**src/hdl/dqzz_pkg.sv**
```systemverilog
// dqzz_pkg: shared constants and types of the dequantizer / de-zigzag block
// zig-zag to raster map, block and queue sizes, buffer write record
// no dependencies
package dqzz_pkg;

	localparam int BLOCK_SIZE  = 64;
	localparam int BLOCK_AW    = 6;
	localparam int VALUE_W     = 16;
	localparam int QUANT_W     = 8;
	localparam int QUEUE_DEPTH = 4;
	localparam int QUEUE_AW    = 2;

	localparam logic [BLOCK_AW-1:0] LAST_POS = 6'd63;

	// raster position of each zig-zag position
	localparam logic [BLOCK_AW-1:0] ZZ_TO_RASTER [BLOCK_SIZE] = '{
		6'd0,  6'd1,  6'd8,  6'd16, 6'd9,  6'd2,  6'd3,  6'd10,
		6'd17, 6'd24, 6'd32, 6'd25, 6'd18, 6'd11, 6'd4,  6'd5,
		6'd12, 6'd19, 6'd26, 6'd33, 6'd40, 6'd48, 6'd41, 6'd34,
		6'd27, 6'd20, 6'd13, 6'd6,  6'd7,  6'd14, 6'd21, 6'd28,
		6'd35, 6'd42, 6'd49, 6'd56, 6'd57, 6'd50, 6'd43, 6'd36,
		6'd29, 6'd22, 6'd15, 6'd23, 6'd30, 6'd37, 6'd44, 6'd51,
		6'd58, 6'd59, 6'd52, 6'd45, 6'd38, 6'd31, 6'd39, 6'd46,
		6'd53, 6'd60, 6'd61, 6'd54, 6'd47, 6'd55, 6'd62, 6'd63
	};

	typedef struct packed {
		logic [VALUE_W-1:0]  value;
		logic [BLOCK_AW-1:0] raster;
		logic                last;
	} buf_write_t;

	typedef struct packed {
		logic       valid;
		buf_write_t data;
	} buf_push_t;

endpackage

```
**src/hdl/dqzz_if.sv**
```systemverilog
// dqzz_coef_if / dqzz_res_if: valid/ready channels of the block
// input items (table writes and coefficients) and raster ordered results
// no dependencies
interface dqzz_coef_if;
	logic               valid;
	logic               ready;
	logic               func;
	logic [1:0]         table_select;
	logic [5:0]         table_index;
	logic [7:0]         quant_value;
	logic signed [15:0] coef_value;

	modport source (output valid, func, table_select, table_index, quant_value, coef_value,
		input ready);
	modport sink (input valid, func, table_select, table_index, quant_value, coef_value,
		output ready);
endinterface

interface dqzz_res_if;
	logic               valid;
	logic               ready;
	logic signed [15:0] out_value;
	logic [5:0]         raster_index;
	logic               last;

	modport source (output valid, out_value, raster_index, last, input ready);
	modport sink (input valid, out_value, raster_index, last, output ready);
endinterface

```
**src/hdl/dqzz_front.sv**
```systemverilog
// dqzz_front: accepts items, keeps the quantization tables, multiplies
// coefficients by their step and pushes raster addressed buffer writes
// depends on dqzz_pkg, dqzz_if
module dqzz_front #(
	parameter int NUM_TABLES = 4
) (
	input  logic                         clk,
	input  logic                         arst_n,
	dqzz_coef_if.sink                    coef,
	input  logic [dqzz_pkg::QUEUE_AW:0]  queue_count,
	output dqzz_pkg::buf_push_t          push
);

	localparam int QDEPTH  = NUM_TABLES * dqzz_pkg::BLOCK_SIZE;
	localparam int QADDR_W = $clog2(QDEPTH);

	logic [dqzz_pkg::QUANT_W-1:0] qmem [QDEPTH];

	logic                          accept;
	logic                          sel_ok;
	logic [7:0]                    waddr_full;
	logic [7:0]                    raddr_full;
	logic [dqzz_pkg::BLOCK_AW-1:0] coef_cnt_q;

	logic                          valid_s1;
	logic                          selok_s1;
	logic [dqzz_pkg::BLOCK_AW-1:0] pos_s1;
	logic [15:0]                   coef_s1;
	logic [dqzz_pkg::QUANT_W-1:0]  quant_rd_s1;

	logic [dqzz_pkg::QUANT_W-1:0]  step;
	logic [23:0]                   prod;
	logic [dqzz_pkg::QUEUE_AW+1:0] in_flight;

	assign in_flight  = {1'b0, queue_count} + {{(dqzz_pkg::QUEUE_AW+1){1'b0}}, valid_s1};
	assign coef.ready = in_flight < (dqzz_pkg::QUEUE_AW+2)'(dqzz_pkg::QUEUE_DEPTH);
	assign accept     = coef.valid && coef.ready;
	assign sel_ok     = {1'b0, coef.table_select} < 3'(NUM_TABLES);
	assign waddr_full = {coef.table_select, coef.table_index};
	assign raddr_full = {coef.table_select, coef_cnt_q};

	// table memory: one write port, one registered read port
	always_ff @(posedge clk) begin
		if (accept && !coef.func && sel_ok) begin
			qmem[waddr_full[QADDR_W-1:0]] <= coef.quant_value;
		end
		if (accept && coef.func) begin
			quant_rd_s1 <= qmem[raddr_full[QADDR_W-1:0]];
			coef_s1     <= coef.coef_value;
			pos_s1      <= coef_cnt_q;
			selok_s1    <= sel_ok;
		end
	end

	always_ff @(posedge clk or negedge arst_n) begin
		if (!arst_n) begin
			valid_s1   <= 1'b0;
			coef_cnt_q <= '0;
		end else begin
			valid_s1 <= accept && coef.func;
			if (accept && coef.func) begin
				coef_cnt_q <= coef_cnt_q + 1'b1;
			end
		end
	end

	assign step = selok_s1 ? quant_rd_s1 : '0;
	assign prod = {8'b0, coef_s1} * {16'b0, step};

	always_comb begin
		push.valid       = valid_s1;
		push.data.value  = prod[dqzz_pkg::VALUE_W-1:0];
		push.data.raster = dqzz_pkg::ZZ_TO_RASTER[pos_s1];
		push.data.last   = pos_s1 == dqzz_pkg::LAST_POS;
	end

endmodule

```
**src/hdl/dqzz_queue.sv**
```systemverilog
// dqzz_queue: short fifo of buffer writes between front and back
// depends on dqzz_pkg
module dqzz_queue (
	input  logic                         clk,
	input  logic                         arst_n,
	input  dqzz_pkg::buf_push_t          push,
	input  logic                         pop,
	output dqzz_pkg::buf_push_t          head,
	output logic [dqzz_pkg::QUEUE_AW:0]  count
);

	dqzz_pkg::buf_write_t           entries [dqzz_pkg::QUEUE_DEPTH];
	logic [dqzz_pkg::QUEUE_AW-1:0]  wr_ptr_q;
	logic [dqzz_pkg::QUEUE_AW-1:0]  rd_ptr_q;
	logic [dqzz_pkg::QUEUE_AW:0]    cnt_q;
	logic                           do_pop;

	assign do_pop     = pop && (cnt_q != '0);
	assign head.valid = cnt_q != '0;
	assign head.data  = entries[rd_ptr_q];
	assign count      = cnt_q;

	always_ff @(posedge clk) begin
		if (push.valid) begin
			entries[wr_ptr_q] <= push.data;
		end
	end

	always_ff @(posedge clk or negedge arst_n) begin
		if (!arst_n) begin
			wr_ptr_q <= '0;
			rd_ptr_q <= '0;
			cnt_q    <= '0;
		end else begin
			if (push.valid) begin
				wr_ptr_q <= wr_ptr_q + 1'b1;
			end
			if (do_pop) begin
				rd_ptr_q <= rd_ptr_q + 1'b1;
			end
			cnt_q <= cnt_q + {{dqzz_pkg::QUEUE_AW{1'b0}}, push.valid}
				- {{dqzz_pkg::QUEUE_AW{1'b0}}, do_pop};
		end
	end

endmodule

```
**src/hdl/dqzz_back.sv**
```systemverilog
// dqzz_back: block buffer fill from the queue and raster order drain
// two entry output fifo after the registered buffer read
// depends on dqzz_pkg, dqzz_if
module dqzz_back (
	input  logic                clk,
	input  logic                arst_n,
	input  dqzz_pkg::buf_push_t head,
	output logic                pop,
	dqzz_res_if.source          result
);

	localparam logic ST_FILL  = 1'b0;
	localparam logic ST_DRAIN = 1'b1;

	logic [dqzz_pkg::VALUE_W-1:0]  bmem [dqzz_pkg::BLOCK_SIZE];

	logic                          state_q;
	logic [dqzz_pkg::BLOCK_AW-1:0] rd_addr_q;
	logic                          pend_s1;
	logic [dqzz_pkg::BLOCK_AW-1:0] pend_idx_s1;
	logic [dqzz_pkg::VALUE_W-1:0]  rd_data_s1;

	logic [dqzz_pkg::VALUE_W-1:0]  oval_q [2];
	logic [dqzz_pkg::BLOCK_AW-1:0] oidx_q [2];
	logic                          owr_q;
	logic                          ord_q;
	logic [1:0]                    ocnt_q;

	logic                          out_pop;
	logic [2:0]                    occ;
	logic                          issue;

	assign pop     = (state_q == ST_FILL) && head.valid;
	assign out_pop = result.valid && result.ready;
	assign occ     = {1'b0, ocnt_q} + {2'b0, pend_s1};
	assign issue   = (state_q == ST_DRAIN) && ((occ < 3'd2) || ((occ == 3'd2) && out_pop));

	assign result.valid        = ocnt_q != 2'd0;
	assign result.out_value    = oval_q[ord_q];
	assign result.raster_index = oidx_q[ord_q];
	assign result.last         = oidx_q[ord_q] == dqzz_pkg::LAST_POS;

	// block buffer: one write port, one registered read port
	always_ff @(posedge clk) begin
		if (pop) begin
			bmem[head.data.raster] <= head.data.value;
		end
		if (issue) begin
			rd_data_s1  <= bmem[rd_addr_q];
			pend_idx_s1 <= rd_addr_q;
		end
		if (pend_s1) begin
			oval_q[owr_q] <= rd_data_s1;
			oidx_q[owr_q] <= pend_idx_s1;
		end
	end

	always_ff @(posedge clk or negedge arst_n) begin
		if (!arst_n) begin
			state_q   <= ST_FILL;
			rd_addr_q <= '0;
			pend_s1   <= 1'b0;
			owr_q     <= 1'b0;
			ord_q     <= 1'b0;
			ocnt_q    <= 2'd0;
		end else begin
			pend_s1 <= issue;
			case (state_q)
				ST_FILL: begin
					if (pop && head.data.last) begin
						state_q   <= ST_DRAIN;
						rd_addr_q <= '0;
					end
				end
				ST_DRAIN: begin
					if (issue) begin
						rd_addr_q <= rd_addr_q + 1'b1;
						if (rd_addr_q == dqzz_pkg::LAST_POS) begin
							state_q <= ST_FILL;
						end
					end
				end
				default: state_q <= ST_FILL;
			endcase
			if (pend_s1) begin
				owr_q <= ~owr_q;
			end
			if (out_pop) begin
				ord_q <= ~ord_q;
			end
			ocnt_q <= ocnt_q + {1'b0, pend_s1} - {1'b0, out_pop};
		end
	end

endmodule

```
**src/hdl/jpeg_dequant_dezigzag.sv**
```systemverilog
// jpeg_dequant_dezigzag: top level of the 8x8 dequantizer and inverse zig-zag
// depends on dqzz_pkg, dqzz_if, dqzz_front, dqzz_queue, dqzz_back
//
// coef channel: table writes (func 0) load one step of a quantization table;
// coefficients (func 1) arrive in zig-zag order with a table select
// result channel: after the 64th coefficient of a block, 64 dequantized values
// in raster order, last set on raster index 63
// the front takes one item per cycle while the four entry queue has room; a
// coefficient passes the front read register and the queue on its way to the
// block buffer
// the first result follows the 64th coefficient through the queue, the buffer read
// and the output fifo; then one result per cycle while the receiver takes them
// while a block drains the buffer is read and the queue is not emptied, so the
// front stalls once four coefficients of the next block wait
// a stalled receiver holds the result and backs up the drain and then the input
// reset clears counters, queue and drain state; tables and buffer hold
// whatever was last written
module jpeg_dequant_dezigzag #(
	parameter int NUM_TABLES = 4
) (
	input  logic       clk,
	input  logic       arst_n,
	dqzz_coef_if.sink  coef,
	dqzz_res_if.source result
);

	dqzz_pkg::buf_push_t          push;
	dqzz_pkg::buf_push_t          head;
	logic                         pop;
	logic [dqzz_pkg::QUEUE_AW:0]  queue_count;

	dqzz_front #(
		.NUM_TABLES(NUM_TABLES)
	) u_front (
		.clk         (clk),
		.arst_n      (arst_n),
		.coef        (coef),
		.queue_count (queue_count),
		.push        (push)
	);

	dqzz_queue u_queue (
		.clk    (clk),
		.arst_n (arst_n),
		.push   (push),
		.pop    (pop),
		.head   (head),
		.count  (queue_count)
	);

	dqzz_back u_back (
		.clk    (clk),
		.arst_n (arst_n),
		.head   (head),
		.pop    (pop),
		.result (result)
	);

endmodule

```
**src/flat_wrapper.sv**
```systemverilog
// flat-port wrapper written by rule: the top's interface ports become plain ports
module jpeg_dequant_dezigzag_flat 
#(
	parameter int NUM_TABLES = 4
)
  (clk, arst_n, coef_valid, coef_func, coef_table_select, coef_table_index, coef_quant_value, coef_coef_value, coef_ready, result_valid, result_out_value, result_raster_index, result_last, result_ready);
  dqzz_coef_if coef_i ();
  dqzz_res_if result_i ();
  input  logic clk;
  input  logic arst_n;
  input wire logic [$bits(coef_i.valid)-1:0] coef_valid;
  input wire logic [$bits(coef_i.func)-1:0] coef_func;
  input wire logic [$bits(coef_i.table_select)-1:0] coef_table_select;
  input wire logic [$bits(coef_i.table_index)-1:0] coef_table_index;
  input wire logic [$bits(coef_i.quant_value)-1:0] coef_quant_value;
  input wire logic [$bits(coef_i.coef_value)-1:0] coef_coef_value;
  output wire logic [$bits(coef_i.ready)-1:0] coef_ready;
  output wire logic [$bits(result_i.valid)-1:0] result_valid;
  output wire logic [$bits(result_i.out_value)-1:0] result_out_value;
  output wire logic [$bits(result_i.raster_index)-1:0] result_raster_index;
  output wire logic [$bits(result_i.last)-1:0] result_last;
  input wire logic [$bits(result_i.ready)-1:0] result_ready;
  assign coef_i.valid = coef_valid;
  assign coef_i.func = coef_func;
  assign coef_i.table_select = coef_table_select;
  assign coef_i.table_index = coef_table_index;
  assign coef_i.quant_value = coef_quant_value;
  assign coef_i.coef_value = coef_coef_value;
  assign coef_ready = coef_i.ready;
  assign result_valid = result_i.valid;
  assign result_out_value = result_i.out_value;
  assign result_raster_index = result_i.raster_index;
  assign result_last = result_i.last;
  assign result_i.ready = result_ready;
  jpeg_dequant_dezigzag #(.NUM_TABLES(NUM_TABLES)) u_core (.clk(clk), .arst_n(arst_n), .coef(coef_i), .result(result_i));
endmodule
```
**config.mk**
```make
export PLATFORM = sky130hd
export DESIGN_NAME = jpeg_dequant_dezigzag_flat
export DESIGN_NICKNAME = d
export VERILOG_FILES = /design/src/hdl/dqzz_pkg.sv /design/src/hdl/dqzz_if.sv /design/src/hdl/dqzz_front.sv /design/src/hdl/dqzz_queue.sv /design/src/hdl/dqzz_back.sv /design/src/hdl/jpeg_dequant_dezigzag.sv /design/src/flat_wrapper.sv
export SDC_FILE = /design/constraint.sdc
export NUM_CORES = 2
export LEC_CHECK = 0
export ABC_AREA = 0
export BUFFER_PORTS_ARGS = -buffer_cell sky130_fd_sc_hd__buf_2
export CAP_MARGIN = 10
export CORE_ASPECT_RATIO = 0.6
export CORE_UTILIZATION = 60
export DETAILED_ROUTE_END_ITERATION = 10
export PLACE_DENSITY = 0.73
export SYNTH_ARGS = -nofsm -noshare
export SYNTH_HDL_FRONTEND = slang
export SYNTH_SLANG_ARGS = --single-unit
export TNS_END_PERCENT = 30
```
**constraint.sdc**
```tcl
create_clock -name clk -period 5.75 [get_ports clk]
set_input_delay 0.8625 -clock clk [delete_from_list [all_inputs] [get_ports clk]]
set_output_delay 0.8625 -clock clk [all_outputs]
set_load 0.02 [all_outputs]
```
==> summary.md <==
| Metric | Value |
|---|---|
| Status | finished, final reports clean |
| Final wirelength | 321 mm |
| WL/cell | 34.6 µm |
| First-pass DRT Iterations | 6 |
| Die area | 218,000 µm² |
| Fill cells | 13.1k |
| Worst path required time | 6.30 ns |
| Warnings, synthesis | 0 |
| Largest net degree at the start of global routing | 208 |
| Peak fanout along the critical path | 14 |
| Syn-to-layout area delta | 10.6% |
| Synthesized instance count | 5,956 |
| GPL Wtd Cong | 0.908 |
| Detailed Place HPWL | 195 mm |
| Most frequent cells in the layout | edfxtp_1 (3,260), mux4_2 (878), nor2_1 (386), clkbuf_16 (299), mux2i_1 (181) |
| Maximum vdd ir drop | 0.533 mV |
| Clk pwr share | 0.269 |
| Multi-input gate area | 29,300 µm² |
| Number of I/O pins | 62 |
| Ys async rst share | 0.00791 |
| Core area | 214,000 µm² |
| Slowest CP cell | edfxtp_1 |
| H-tree depth | 5 |
| Sequential share of the synthesized area | 0.760 |
| Final nets | 6,349 |
| Vias in the first global route | 62.1k |
| Startpoint Class | flop |
| Largest stage delay, worst path | 0.64 ns |
| Synthesized area per cell | 21.8 µm² |
| Cell Area, Synth | 130,000 µm² |
| Fin crit period | 5.04 ns |
| Number of synthesized flops with an enable pin | 3,260 |
| CTS Buf Count | 293 |
| Grt ovf | 0 |
| Vias | 64.0k |
| Share of cells above drive strength 1 | 0.250 |
| CTS-repair resized insts | 0 |
| PortBufs | 61 |
| Clock Pin Slew Worst Setup and Hold Paths | 0.07 ns |
| Syn Nets | 6,105 |
| CTS root buf | clkbuf_16 |
| CP top delay family | adder cells |
| Vias/cell | 6.90 |
| DRC Markers | 0 |
| Switching Fraction | 0.321 |
| Count of final hold-check violations | 0 |
| Final ANT Viol Nets | 0 |
| Pwr per Cell Area | 503 nW/µm² |
| Commonest non-fill, non-tap cell in the layout | edfxtp_1 |
| Pleak | 0.0450 µW |
| # setup viols final | 0 |
| Library cells used by synthesis | 63 |
| Row Count | 131 |
| Critical path class | reg -> reg |
| Combinational power share | 0.314 |
| Internal Power | 49,000 µW |
| Most used DFF post-synth | edfxtp_1 |
| Setup crit end kind | flop |
| Clock Path Buffers | 4 |
| Max Slew Vio Count | 0 |
| Initial drt markers | 10.1k |
| Worst Hold Class | in -> async |
| CTS tree | built |
| Setup TNS | 0 ns |
| Sequential Area | 98,600 µm² |
| Number of synthesized register bits | 3,286 |
| Arr. time, crit path | 5.59 ns |
| Die X | 602 µm |
| Global-route wire length before repair | 460 mm |
| Starting density of the core | 0.607 |
| Switching power | 23,100 µW |
| Fin Clk Skew | 0.0341 ns |
| Gr usage total | 0.299 |
| Post-CTS setup buffers | 0 |
| Worst-path cell chain | and2_1 > fa_1 > fa_1 > inv_1 > fa_1 > fa_1 > inv_1 > ha_1 > o21ai_0 > nand2_1 > a21o_1 > a31o_2 > a41o_1 > o41ai_1 > xnor2_1 |
| Initial antenna violation count | 19 |
| RSZ-0062 raised after global routing | false |
| Slew margin rel. | 0.0793 |
| Die Y | 362 µm |
| Max Fclk | 198 MHz |
| Tightest Pin Transition | 1.34 ns |
| Max Cap Viol | 0 |
| Final cycle utilization of the critical path | 0.876 |
| Worst-skew pair later-pin latency | 0.87 ns |
| Critical Path Most Common Cell | fa_1 |
| Sequential cell fraction of total power | 0.417 |
| CP bufs+invs | 2 |
| Cts hold-fix bufs | 0 |
| Tot Pwr | 72,100 µW |
| CTS Sinks | 3,286 |
## stage by stage
stage               hold WS, ns  setup WS [ns]  area (µm²)   util  std cells
floorplan                 0.421           1.32      130000      -       5956
global placement          0.426          0.817      134000  0.628       8763
detailed placement        0.437          0.754      134000  0.628       8763
CTS                      0.0362          0.756      143000  0.671       9276
global route             0.0857          0.526      143000  0.671       9277
finish                   0.0630          0.711      143000  0.671       9284
## power by group through the flow
| stage | clock (µW) | sequential [µW] | combinational, µW |
|---|---|---|---|
| 2_1_floorplan | 0 | 29800 | 14400 |
| 3_3_place_gp | 0 | 30500 | 21700 |
| 3_5_place_dp | 0 | 30500 | 22100 |
| 4_1_cts | 19600 | 30000 | 22300 |
| 5_1_grt | 20400 | 30100 | 23800 |
| 6_report | 19400 | 30100 | 22600 |
## final cells by class
class                           count  share of cell area
Multi-Input combinational cell   2259               0.204
Clock buffer                      360              0.0540
Inverter                           90             0.00236
Timing Repair Buffer              270              0.0163
Clock inverter                    153              0.0103
Tap cell                         2859              0.0250
Sequential cell                  3286               0.688
Antenna cell                        7            0.000122
## flip-flops by register name, summed over array words and instances (netlist names)
| register | flops |
|---|---|
| u_core.u_back.owr_q | 1 |
| u_core.u_front.valid_s1 | 1 |
| u_core.u_back.ord_q | 1 |
| u_core.u_back.bmem | 1024 |
| u_core.u_queue.count | 3 |
| u_core.u_back.rd_data_s1 | 16 |
| u_core.u_front.coef_cnt_q | 6 |
| u_core.u_back.rd_addr_q | 6 |
| u_core.u_front.coef_s1 | 16 |
| u_core.u_front.pos_s1 | 6 |
| u_core.u_back.pend_s1 | 1 |
| u_core.u_queue.entries | 92 |
| u_core.u_back.state_q | 1 |
| u_core.u_back.ocnt_q | 2 |
| u_core.u_queue.wr_ptr_q | 2 |
| u_core.u_front.qmem | 2048 |
| u_core.u_queue.rd_ptr_q | 2 |
| u_core.u_back.oidx_q | 12 |
| u_core.u_back.oval_q | 32 |
| u_core.u_front.quant_rd_s1 | 8 |
| u_core.u_back.pend_idx_s1 | 6 |
## synth_stat cells (3+ instances only)
cell type  number  share of area
a2111oi_0       8        0.00054
a211oi_1       21         0.0012
a21o_1          6        0.00035
a21oi_1        47         0.0018
a221oi_1        5        0.00034
a22oi_1        11        0.00064
a311oi_1        3        0.00020
a31oi_1         9        0.00043
a32o_1          4        0.00031
and2_1         86         0.0041
and3_1          6        0.00029
buf_1          45         0.0013
buf_2          74         0.0029
buf_4          26         0.0015
buf_6          14         0.0012
clkbuf_1      162         0.0047
dfrtp_1        26         0.0050
edfxtp_1     3260           0.76
fa_1           61         0.0094
ha_1           51         0.0049
inv_1          88         0.0025
mux2_2         33         0.0029
mux2i_1       181          0.014
mux4_2        878           0.15
nand2_1       137         0.0040
nand2b_1       16        0.00077
nand3_1        17        0.00066
nand3b_1        8        0.00046
nand4_1        12        0.00058
nor2_1        386          0.011
nor2b_1        26         0.0013
nor3_1         23        0.00089
nor4_1          8        0.00039
o211ai_1        4        0.00023
o21ai_0        67         0.0026
o221ai_1       22         0.0015
o22ai_1        42         0.0020
o41ai_1         6        0.00041
or3_1           4        0.00019
xnor2_1        28         0.0019
xor2_1         14        0.00095
## logic make-up after synthesis
group | after synthesis | synth area share
XOR/XNOR | 42 | 0.00284
adder cells (fa/ha/maj) | 112 | 0.0143
flip-flops | 3286 | 0.760
multiplexers | 1092 | 0.169
AO/OA/AOI/OAI | 275 | 0.0140
buffers and inverters | 411 | 0.0142
AND/OR/NAND/NOR | 738 | 0.0253
## final timing paths
kind | end | cells past startpoint | start | slack, ns
hold / removal | u_core.u_back.ord_q | 1 | arst_n | 0.06
setup reg to reg | u_core.u_queue.entries[3][22] | 15 | u_core.u_front.quant_rd_s1[2] | 0.71
max in group asynchronous | u_core.u_front.coef_cnt_q[1] | 1 | arst_n | 5.14
hold reg to reg | u_core.u_back.oval_q[0][7] | 0 | u_core.u_back.rd_data_s1[7] | 0.45
min in group clk | u_core.u_front.coef_s1[15] | 1 | coef_coef_value[15] | 0.21
setup / recovery | u_core.u_queue.entries[3][22] | 15 | u_core.u_front.quant_rd_s1[2] | 0.71
## layer usage
layer / track usage / share of wire
met2: 0.390 / 0.41
met1: 0.483 / 0.41
met4: 0.0581 / 0.019
met5: 0 / 0.00012
met3: 0.114 / 0.16
Note: power is estimated with default switching activity, not from simulation.
